### src/rtl/htc_pkg.sv
// ----------------------------------------------------------------------------
// htc_pkg
// shared types, constants and helper functions of the triangle clipper
// ----------------------------------------------------------------------------
package htc_pkg;

	localparam int NUM_PLANES = 7;
	localparam int WEIGHT_ONE = 65536;

	// plane codes, in clipping order
	localparam logic [2:0] PL_W     = 3'd0;
	localparam logic [2:0] PL_POS_X = 3'd1;
	localparam logic [2:0] PL_NEG_X = 3'd2;
	localparam logic [2:0] PL_POS_Y = 3'd3;
	localparam logic [2:0] PL_NEG_Y = 3'd4;
	localparam logic [2:0] PL_POS_Z = 3'd5;
	localparam logic [2:0] PL_NEG_Z = 3'd6;

	// component codes of one vertex
	localparam logic [2:0] CP_X  = 3'd0;
	localparam logic [2:0] CP_Y  = 3'd1;
	localparam logic [2:0] CP_Z  = 3'd2;
	localparam logic [2:0] CP_W  = 3'd3;
	localparam logic [2:0] CP_B0 = 3'd4;
	localparam logic [2:0] CP_B1 = 3'd5;
	localparam logic [2:0] CP_B2 = 3'd6;

	typedef struct packed {
		logic [16:0]        b2;
		logic [16:0]        b1;
		logic [16:0]        b0;
		logic signed [31:0] w;
		logic signed [31:0] z;
		logic signed [31:0] y;
		logic signed [31:0] x;
	} vtx_t;

	localparam int VTX_W = $bits(vtx_t);

	typedef enum logic [1:0] {
		WS_IN,
		WS_CUR,
		WS_MID
	} wsel_t;

	typedef enum logic [15:0] {
		S_COLLECT = 16'h0001,
		S_RD0     = 16'h0002,
		S_LD0     = 16'h0004,
		S_RDN     = 16'h0008,
		S_LDN     = 16'h0010,
		S_EMIT    = 16'h0020,
		S_DIV     = 16'h0040,
		S_MUL     = 16'h0080,
		S_ADD     = 16'h0100,
		S_PUTM    = 16'h0200,
		S_ADV     = 16'h0400,
		S_REJ     = 16'h0800,
		S_ORD     = 16'h1000,
		S_OLD     = 16'h2000,
		S_OHOLD   = 16'h4000,
		S_SPARE   = 16'h8000
	} state_t;

	typedef struct packed {
		logic        ram_we;
		wsel_t       wsel;
		logic [1:0]  arrival;
		logic        ld_cur;
		logic        ld_nxt;
		logic        advance;
		logic        div_init;
		logic        div_step;
		logic        mul;
		logic        add;
		logic [2:0]  comp;
		logic [2:0]  plane;
		logic        out_load;
		logic        out_rej;
		logic        out_last;
		logic [3:0]  out_total;
	} cmd_t;

	typedef struct packed {
		logic dc_neg;
		logic dn_neg;
	} sts_t;

	// signed distance of a vertex from a clip plane, exact in 33 bits
	function automatic logic signed [32:0] plane_dist(vtx_t v, logic [2:0] pl);
		logic signed [32:0] x, y, z, w, d;
		x = {v.x[31], v.x};
		y = {v.y[31], v.y};
		z = {v.z[31], v.z};
		w = {v.w[31], v.w};
		case (pl)
			PL_W:     d = w;
			PL_POS_X: d = w + x;
			PL_NEG_X: d = w - x;
			PL_POS_Y: d = w + y;
			PL_NEG_Y: d = w - y;
			PL_POS_Z: d = w + z;
			PL_NEG_Z: d = w - z;
			default:  d = '0;
		endcase
		return d;
	endfunction

	// one component widened to 33 bits signed
	function automatic logic signed [32:0] vtx_comp(vtx_t v, logic [2:0] k);
		logic signed [32:0] c;
		case (k)
			CP_X:    c = {v.x[31], v.x};
			CP_Y:    c = {v.y[31], v.y};
			CP_Z:    c = {v.z[31], v.z};
			CP_W:    c = {v.w[31], v.w};
			CP_B0:   c = {16'b0, v.b0};
			CP_B1:   c = {16'b0, v.b1};
			CP_B2:   c = {16'b0, v.b2};
			default: c = '0;
		endcase
		return c;
	endfunction

endpackage

### src/rtl/htc_ctrl.sv
// ----------------------------------------------------------------------------
// htc_ctrl
// sequencer for vertex collection, plane passes and polygon readout
// ----------------------------------------------------------------------------
module htc_ctrl
	import htc_pkg::*;
#(
	parameter int MAX_OUT_VERTS = 10,
	parameter int FRAC_BITS     = 16,
	localparam int AW           = $clog2(2 * MAX_OUT_VERTS),
	localparam int CW           = $clog2(MAX_OUT_VERTS + 1),
	localparam int SW           = $clog2(FRAC_BITS + 1)
) (
	input  logic          clk,
	input  logic          arst_n,
	input  logic          in_valid,
	output logic          in_stall,
	output logic          out_valid,
	input  logic          out_stall,
	input  sts_t          sts,
	output cmd_t          cmd,
	output logic [AW-1:0] ram_waddr,
	output logic [AW-1:0] ram_raddr
);

	state_t        state_q;
	logic [1:0]    arr_q;
	logic          src_q;
	logic [2:0]    plane_q;
	logic [CW-1:0] n_q, cnt_q, i_q, k_q, j;
	logic [SW-1:0] step_q;
	logic [2:0]    comp_q;
	logic          rej_q;
	logic [AW-1:0] src_base, dst_base;
	logic          cnt_room, crossing, emit_cur, pass_end, out_end;

	assign src_base = src_q ? AW'(MAX_OUT_VERTS) : '0;
	assign dst_base = src_q ? '0 : AW'(MAX_OUT_VERTS);
	assign j        = (i_q + CW'(1) == n_q) ? '0 : i_q + CW'(1);
	assign cnt_room = (cnt_q < CW'(MAX_OUT_VERTS));
	assign crossing = (sts.dc_neg != sts.dn_neg);
	assign emit_cur = !sts.dc_neg && cnt_room;
	assign pass_end = (i_q + CW'(1) == n_q);
	assign out_end  = (k_q + CW'(1) == n_q);

	assign in_stall  = (state_q != S_COLLECT);
	assign out_valid = (state_q == S_OHOLD);

	always_comb begin
		cmd           = '0;
		cmd.wsel      = WS_IN;
		cmd.arrival   = arr_q;
		cmd.comp      = comp_q;
		cmd.plane     = plane_q;
		cmd.out_total = n_q[3:0];
		cmd.out_rej   = rej_q;
		cmd.out_last  = rej_q || out_end;
		ram_waddr     = AW'(arr_q);
		ram_raddr     = src_base;
		case (state_q)
			S_COLLECT: cmd.ram_we = in_valid;
			S_RD0:     ram_raddr = src_base;
			S_LD0:     cmd.ld_cur = 1'b1;
			S_RDN:     ram_raddr = src_base + AW'(j);
			S_LDN:     cmd.ld_nxt = 1'b1;
			S_EMIT: begin
				cmd.ram_we   = emit_cur;
				cmd.wsel     = WS_CUR;
				ram_waddr    = dst_base + AW'(cnt_q);
				cmd.div_init = 1'b1;
			end
			S_DIV:     cmd.div_step = 1'b1;
			S_MUL:     cmd.mul = 1'b1;
			S_ADD:     cmd.add = 1'b1;
			S_PUTM: begin
				cmd.ram_we = cnt_room;
				cmd.wsel   = WS_MID;
				ram_waddr  = dst_base + AW'(cnt_q);
			end
			S_ADV:     cmd.advance = 1'b1;
			S_REJ:     cmd.out_load = 1'b1;
			S_ORD:     ram_raddr = src_base + AW'(k_q);
			S_OLD:     cmd.out_load = 1'b1;
			default:   cmd.ram_we = 1'b0;
		endcase
	end

	always_ff @(posedge clk or negedge arst_n) begin
		if (!arst_n) begin
			state_q <= S_COLLECT;
			arr_q   <= '0;
			src_q   <= 1'b0;
			plane_q <= '0;
			n_q     <= '0;
			cnt_q   <= '0;
			i_q     <= '0;
			k_q     <= '0;
			step_q  <= '0;
			comp_q  <= '0;
			rej_q   <= 1'b0;
		end else begin
			case (state_q)
				S_COLLECT: begin
					if (in_valid) begin
						if (arr_q == 2'd2) begin
							arr_q   <= '0;
							src_q   <= 1'b0;
							plane_q <= PL_W;
							n_q     <= CW'(3);
							cnt_q   <= '0;
							i_q     <= '0;
							state_q <= S_RD0;
						end else begin
							arr_q <= arr_q + 2'd1;
						end
					end
				end
				S_RD0: state_q <= S_LD0;
				S_LD0: state_q <= S_RDN;
				S_RDN: state_q <= S_LDN;
				S_LDN: state_q <= S_EMIT;
				S_EMIT: begin
					if (emit_cur) cnt_q <= cnt_q + CW'(1);
					step_q  <= '0;
					state_q <= crossing ? S_DIV : S_ADV;
				end
				S_DIV: begin
					step_q <= step_q + SW'(1);
					if (step_q == SW'(FRAC_BITS)) begin
						comp_q  <= CP_X;
						state_q <= S_MUL;
					end
				end
				S_MUL: state_q <= S_ADD;
				S_ADD: begin
					if (comp_q == CP_B2) begin
						state_q <= S_PUTM;
					end else begin
						comp_q  <= comp_q + 3'd1;
						state_q <= S_MUL;
					end
				end
				S_PUTM: begin
					if (cnt_room) cnt_q <= cnt_q + CW'(1);
					state_q <= S_ADV;
				end
				S_ADV: begin
					if (pass_end) begin
						n_q     <= cnt_q;
						src_q   <= ~src_q;
						plane_q <= plane_q + 3'd1;
						cnt_q   <= '0;
						i_q     <= '0;
						k_q     <= '0;
						if (cnt_q < CW'(3)) begin
							rej_q   <= 1'b1;
							state_q <= S_REJ;
						end else if (plane_q == PL_NEG_Z) begin
							rej_q   <= 1'b0;
							state_q <= S_ORD;
						end else begin
							state_q <= S_RD0;
						end
					end else begin
						i_q     <= i_q + CW'(1);
						state_q <= S_RDN;
					end
				end
				S_REJ: state_q <= S_OHOLD;
				S_ORD: state_q <= S_OLD;
				S_OLD: state_q <= S_OHOLD;
				S_OHOLD: begin
					if (!out_stall) begin
						if (rej_q || out_end) begin
							state_q <= S_COLLECT;
						end else begin
							k_q     <= k_q + CW'(1);
							state_q <= S_ORD;
						end
					end
				end
				default: state_q <= S_COLLECT;
			endcase
		end
	end

endmodule

### config.mk
export PLATFORM = sky130hd
export DESIGN_NAME = htc_ctrl
export DESIGN_NICKNAME = d
export VERILOG_FILES = /design/src/rtl/htc_pkg.sv /design/src/rtl/htc_ctrl.sv
export SDC_FILE = /design/constraint.sdc
export NUM_CORES = 1
export LEC_CHECK = 0
export BUFFER_PORTS_ARGS = -buffer_cell sky130_fd_sc_hd__buf_4
export CORE_UTILIZATION = 62
export DETAILED_ROUTE_END_ITERATION = 12
export PLACE_DENSITY_LB_ADDON = 0.08
export REMOVE_ABC_BUFFERS = 1
export SLEW_MARGIN = 20
export SYNTH_ARGS = -nofsm -noshare
export SYNTH_HDL_FRONTEND = slang
export SYNTH_SLANG_ARGS = --single-unit
### constraint.sdc
create_clock -name clk -period 6.43 [get_ports clk]
set_input_delay 1.286 -clock clk [delete_from_list [all_inputs] [get_ports clk]]
set_output_delay 1.286 -clock clk [all_outputs]
set_load 0.01 [all_outputs]
==> results.md <==
- The flow ran to the end, and the final reports show no timing, DRC or antenna violations.
- The post-CTS resize count is 0.
- The average vias per placed instance is 6.37.
- The H-tree depth is 2.
- The final route contains 2764 vias.
- The combined buffer and inverter count along the critical path is 1.
- The path category of the worst min-delay check is reg -> reg.
- The iteration-0 DRC count of the detailed router is 229.
- The number of iterations in the first detailed-routing pass is 7.
- Max-cap violations in this run came to 0.
- Counting along the longest clock path gives a buffer depth of 2.
- The total routing usage reported by global routing is 30.8%.
- After synthesis the cells add up to 0.00297 mm^2.
- The kind of cell with the highest combined delay along the critical path is simple AND/OR/NAND/NOR gates.
- Global routing consumed, on the met1 layer, 43.7% of the routing resources.
- The repair_antennas step left the layout with diodes totalling 0.
- The arrival time reported for the critical path endpoint is 3.25 ns.
- The TritonCTS clock tree is done.
- The clock tree skew after final layout is 0.00516 ns.
- The die is 71.2 um tall.
- The count of nets left with antenna violations once routing finished came out at 0.
- The total area inside the core boundary comes to 0.00447 mm^2.
- Headroom to the max-slew limit came out at 31.4%.
- The slowest stage of the critical path belongs to the cell sky130_fd_sc_hd__nor4_1.
- The maximum operating frequency is 221 MHz.
- In this run the static leakage power is 0.00167 uW.
- The post-placement cell count is 426.
- The largest single stage delay on the critical path is 0.61 ns.
- After clock tree synthesis, the clock-pin slew on the worst setup and hold paths is 0.09 ns.
- The maximum fanout encountered on the critical timing path is 8.
- The type of element capturing the critical path is an output pin.
- The number of core rows is 24.
- The biggest area contributor in the post-synthesis netlist is sky130_fd_sc_hd__dfrtp_1.
- The initial antenna violation count is 0.
- The share of synthesized area in the top cell type comes to 38.0%.
- The global routing usage on met3 is 6.13%.
- The HPWL after detailed placement is 5430 um.
- The synthesized design contains 0 enable-type register cells.
- The area of the multi-input gates is 0.00169 mm^2.
- The most used flip-flop cell after synthesis is sky130_fd_sc_hd__dfrtp_1.
- Synthesis produced a netlist whose cell count is 346.
- The first global-routing pass estimated 12100 um of wire.
- After routing, the total negative slack on setup checks comes to 0 ns.
- The final count of pins violating max slew is 0.
- Sequential elements use 38.9% of the synthesized area.
- The congestion estimate from routability-driven global placement came to 0.930.
- The most common cell in the synthesized netlist is sky130_fd_sc_hd__dfrtp_1.
- Of the cells placed in the final design, the portion with a size suffix greater than 1 is 14.9%.
- The number of unique standard cell types used by synthesis is 50.
- By area the synthesized netlist is led by sky130_fd_sc_hd__dfrtp_1 38%, sky130_fd_sc_hd__ha_1 6.3%, sky130_fd_sc_hd__o21ai_0 5.4%.
- The Yosys step of the flow raised 0 warnings.
- The number of clock buffers inserted by TritonCTS is 5.
- The sink count of the clock tree is 46.
- The die covers 0.00506 mm^2.
- The via count of the first global-routing pass is 2505.
- For this configuration, the core starts out at a cell density of 66.3%.
- Clock latency on the worst-skew pair, taken at its later pin, is 0.30 ns.
- The required arrival time at the worst endpoint is 5.14 ns.
- The number of fill cells in the layout is 330.
- The DRC violation count after routing is 0.
- The launching element type of the critical path is a flop.
- Summed over all layers, the global routing overflow is 0.
- For this run, the post-layout net count is 402.
- After layout, the worst path uses 70.5% of the clock period.
- The finished layout holds 434 standard cells, fillers aside.
- The most crowded layer after global routing is met2.
- The die width is 71.2 um.
- The cell repeated most along the worst path is sky130_fd_sc_hd__nand2_1.
- Compared with the post-synthesis result, the final layout area differs by 14.6%.
- The count of endpoints failing setup in the final report is 0.
- The flip-flop and latch area is 0.00115 mm^2.
- The post-CTS repair timing setup buffer count is 0.
- The detailed-route wire length is 7440 um.
- Global routing consumed, on the met2 layer, 48.7% of the routing resources.
- The peak ir drop on the vdd network is 227 uV.
- The minimum clock period after layout is 4.53 ns.
- Synthesis inferred 46 register bits.
- For this design, the CTS-stage hold fixing added 0 buffers.
- CTS placed an instance of sky130_fd_sc_hd__clkbuf_8 at the clock tree root.
- The critical path goes through nor4_1, nand2_1, nor4_2, nor3_1, a21o_1, ha_1, xor2_1, nand2_1, o21ai_0, buf_4.
- In this run the tool buffered the top-level ports with 42 buffer cells.
- The final hold violation count is 0.
- The average instance in the mapped netlist occupies 8.57 um^2.
- The boundary pin count is 43.
- Entering global routing, the biggest net connects 47 pins.
- For this design the ratio of total power to cell area is 262 mW/mm^2.
- Setup repair after global routing left no endpoint under its margin.
- The commonest cells after synthesis are 45 x sky130_fd_sc_hd__dfrtp_1, 40 x sky130_fd_sc_hd__nand2_1, 32 x sky130_fd_sc_hd__o21ai_0, 31 x sky130_fd_sc_hd__nor2_1, 20 x sky130_fd_sc_hd__nand3_1.
- The async set-reset flop share out of synthesis is 100%.
- At the pin with the least slew margin, the transition time is 1.02 ns.
- Measured on the finished design, the core utilization comes to 76.0%.
- Dividing the detail-routed wire length by the instance count gives 17.1 um.
- The classification of the worst setup path is reg -> out.
## logic make-up (layout without fill, tap and decap cells)
family,after synthesis,after routing,synth area share (%)
mux,2,2,0.675
flops,46,46,38.9
fa+ha+maj,15,15,6.33
simple gates,164,164,29.6
compound gates,64,64,13.0
xor+xnor,23,23,7.26
buf+inv,32,68,4.22
## path summary, 6_finish.rpt
kind | start | end | slack (ns) | cells past startpoint
max reg2reg | state_q[2]$_DFFE_PN0P_ | cnt_q[3]$_DFFE_PN0P_ | 3.04 | 6
max | state_q[9]$_DFFE_PN0P_ | ram_raddr[3] | 1.90 | 10
min reg2reg | i_q[1]$_DFFE_PN0P_ | i_q[1]$_DFFE_PN0P_ | 0.53 | 2
max in group asynchronous | arst_n | n_q[2]$_DFFE_PN0P_ | 5.05 | 1
min in group asynchronous | arst_n | state_q[14]$_DFFE_PN0P_ | 0.97 | 1
min | i_q[1]$_DFFE_PN0P_ | i_q[1]$_DFFE_PN0P_ | 0.53 | 2
## per-layer routing
layer  vias up  wire, um
met5         -         0
met4         0        99
met3        11       538
met2       135      3430
met1      1317      3370
li1       1301         -
## tightest hold or removal path, delay by kind of cell, from the launching register on
kind / cells / cell delay [ns]
and+or+nand+nor: 1 / 0.05
AOI/OAI and AO/OA: 1 / 0.06
DFF: 1 / 0.38
## area by class of cell
type,count,share of cell area [%]
inverters,18,1.99
multi-input cells,268,49.7
flip-flops and latches,46,33.9
well taps,52,1.91
repair buffers,42,9.28
clock buffers,8,3.24
## flip-flops by register name (all words and copies together) (netlist names), 3 cells and up
name,cells
step_q,5
cnt_q,4
state_q,15
n_q,4
i_q,4
comp_q,3
k_q,4
plane_q,3
## per-stage QoR
| step | total power [uW] | hold slack (ns) | worst slack, ns | cell area, um^2 |
|---|---|---|---|---|
| 3_3_place_gp | 672 | 0.501 | 2.31 | 3290 |
| 5_1_grt | 938 | 0.555 | 1.64 | 3400 |
| 2_1_floorplan | 565 | 0.476 | 2.65 | 2910 |
| 3_5_place_dp | 680 | 0.507 | 2.29 | 3290 |
| 4_1_cts | 885 | 0.525 | 1.94 | 3400 |
| 6_report | 891 | 0.527 | 1.90 | 3400 |
## report_power, final
part | total (uW) | leakage, uW | internal [uW] | switching (uW)
sequential | 370 | 0.000613 | 324 | 46.6
clock | 207 | 0.0000575 | 109 | 98.6
combinational | 314 | 0.000995 | 134 | 179
## layout by cell type, fill, tap and decap left out, types with 3 or more instances in the layout
cell / netlist / final
sky130_fd_sc_hd__a21o_1: 6 / 6
sky130_fd_sc_hd__a21oi_1: 8 / 8
sky130_fd_sc_hd__and2_1: 3 / 3
sky130_fd_sc_hd__buf_4: 1 / 42
sky130_fd_sc_hd__clkbuf_8: 0 / 8
sky130_fd_sc_hd__dfrtp_1: 45 / 45
sky130_fd_sc_hd__ha_1: 15 / 15
sky130_fd_sc_hd__inv_1: 18 / 18
sky130_fd_sc_hd__nand2_1: 40 / 40
sky130_fd_sc_hd__nand2b_1: 6 / 6
sky130_fd_sc_hd__nand3_1: 20 / 20
sky130_fd_sc_hd__nand4_1: 3 / 3
sky130_fd_sc_hd__nand4b_1: 4 / 4
sky130_fd_sc_hd__nor2_1: 31 / 31
sky130_fd_sc_hd__nor2b_1: 3 / 3
sky130_fd_sc_hd__nor3_1: 15 / 15
sky130_fd_sc_hd__nor4_1: 7 / 7
sky130_fd_sc_hd__nor4b_1: 3 / 3
sky130_fd_sc_hd__o21ai_0: 32 / 32
sky130_fd_sc_hd__o31ai_1: 4 / 4
sky130_fd_sc_hd__or3_1: 8 / 8
sky130_fd_sc_hd__or4_1: 3 / 3
sky130_fd_sc_hd__xnor2_1: 11 / 11
sky130_fd_sc_hd__xor2_1: 11 / 11
(Power assumes the default switching activity.)
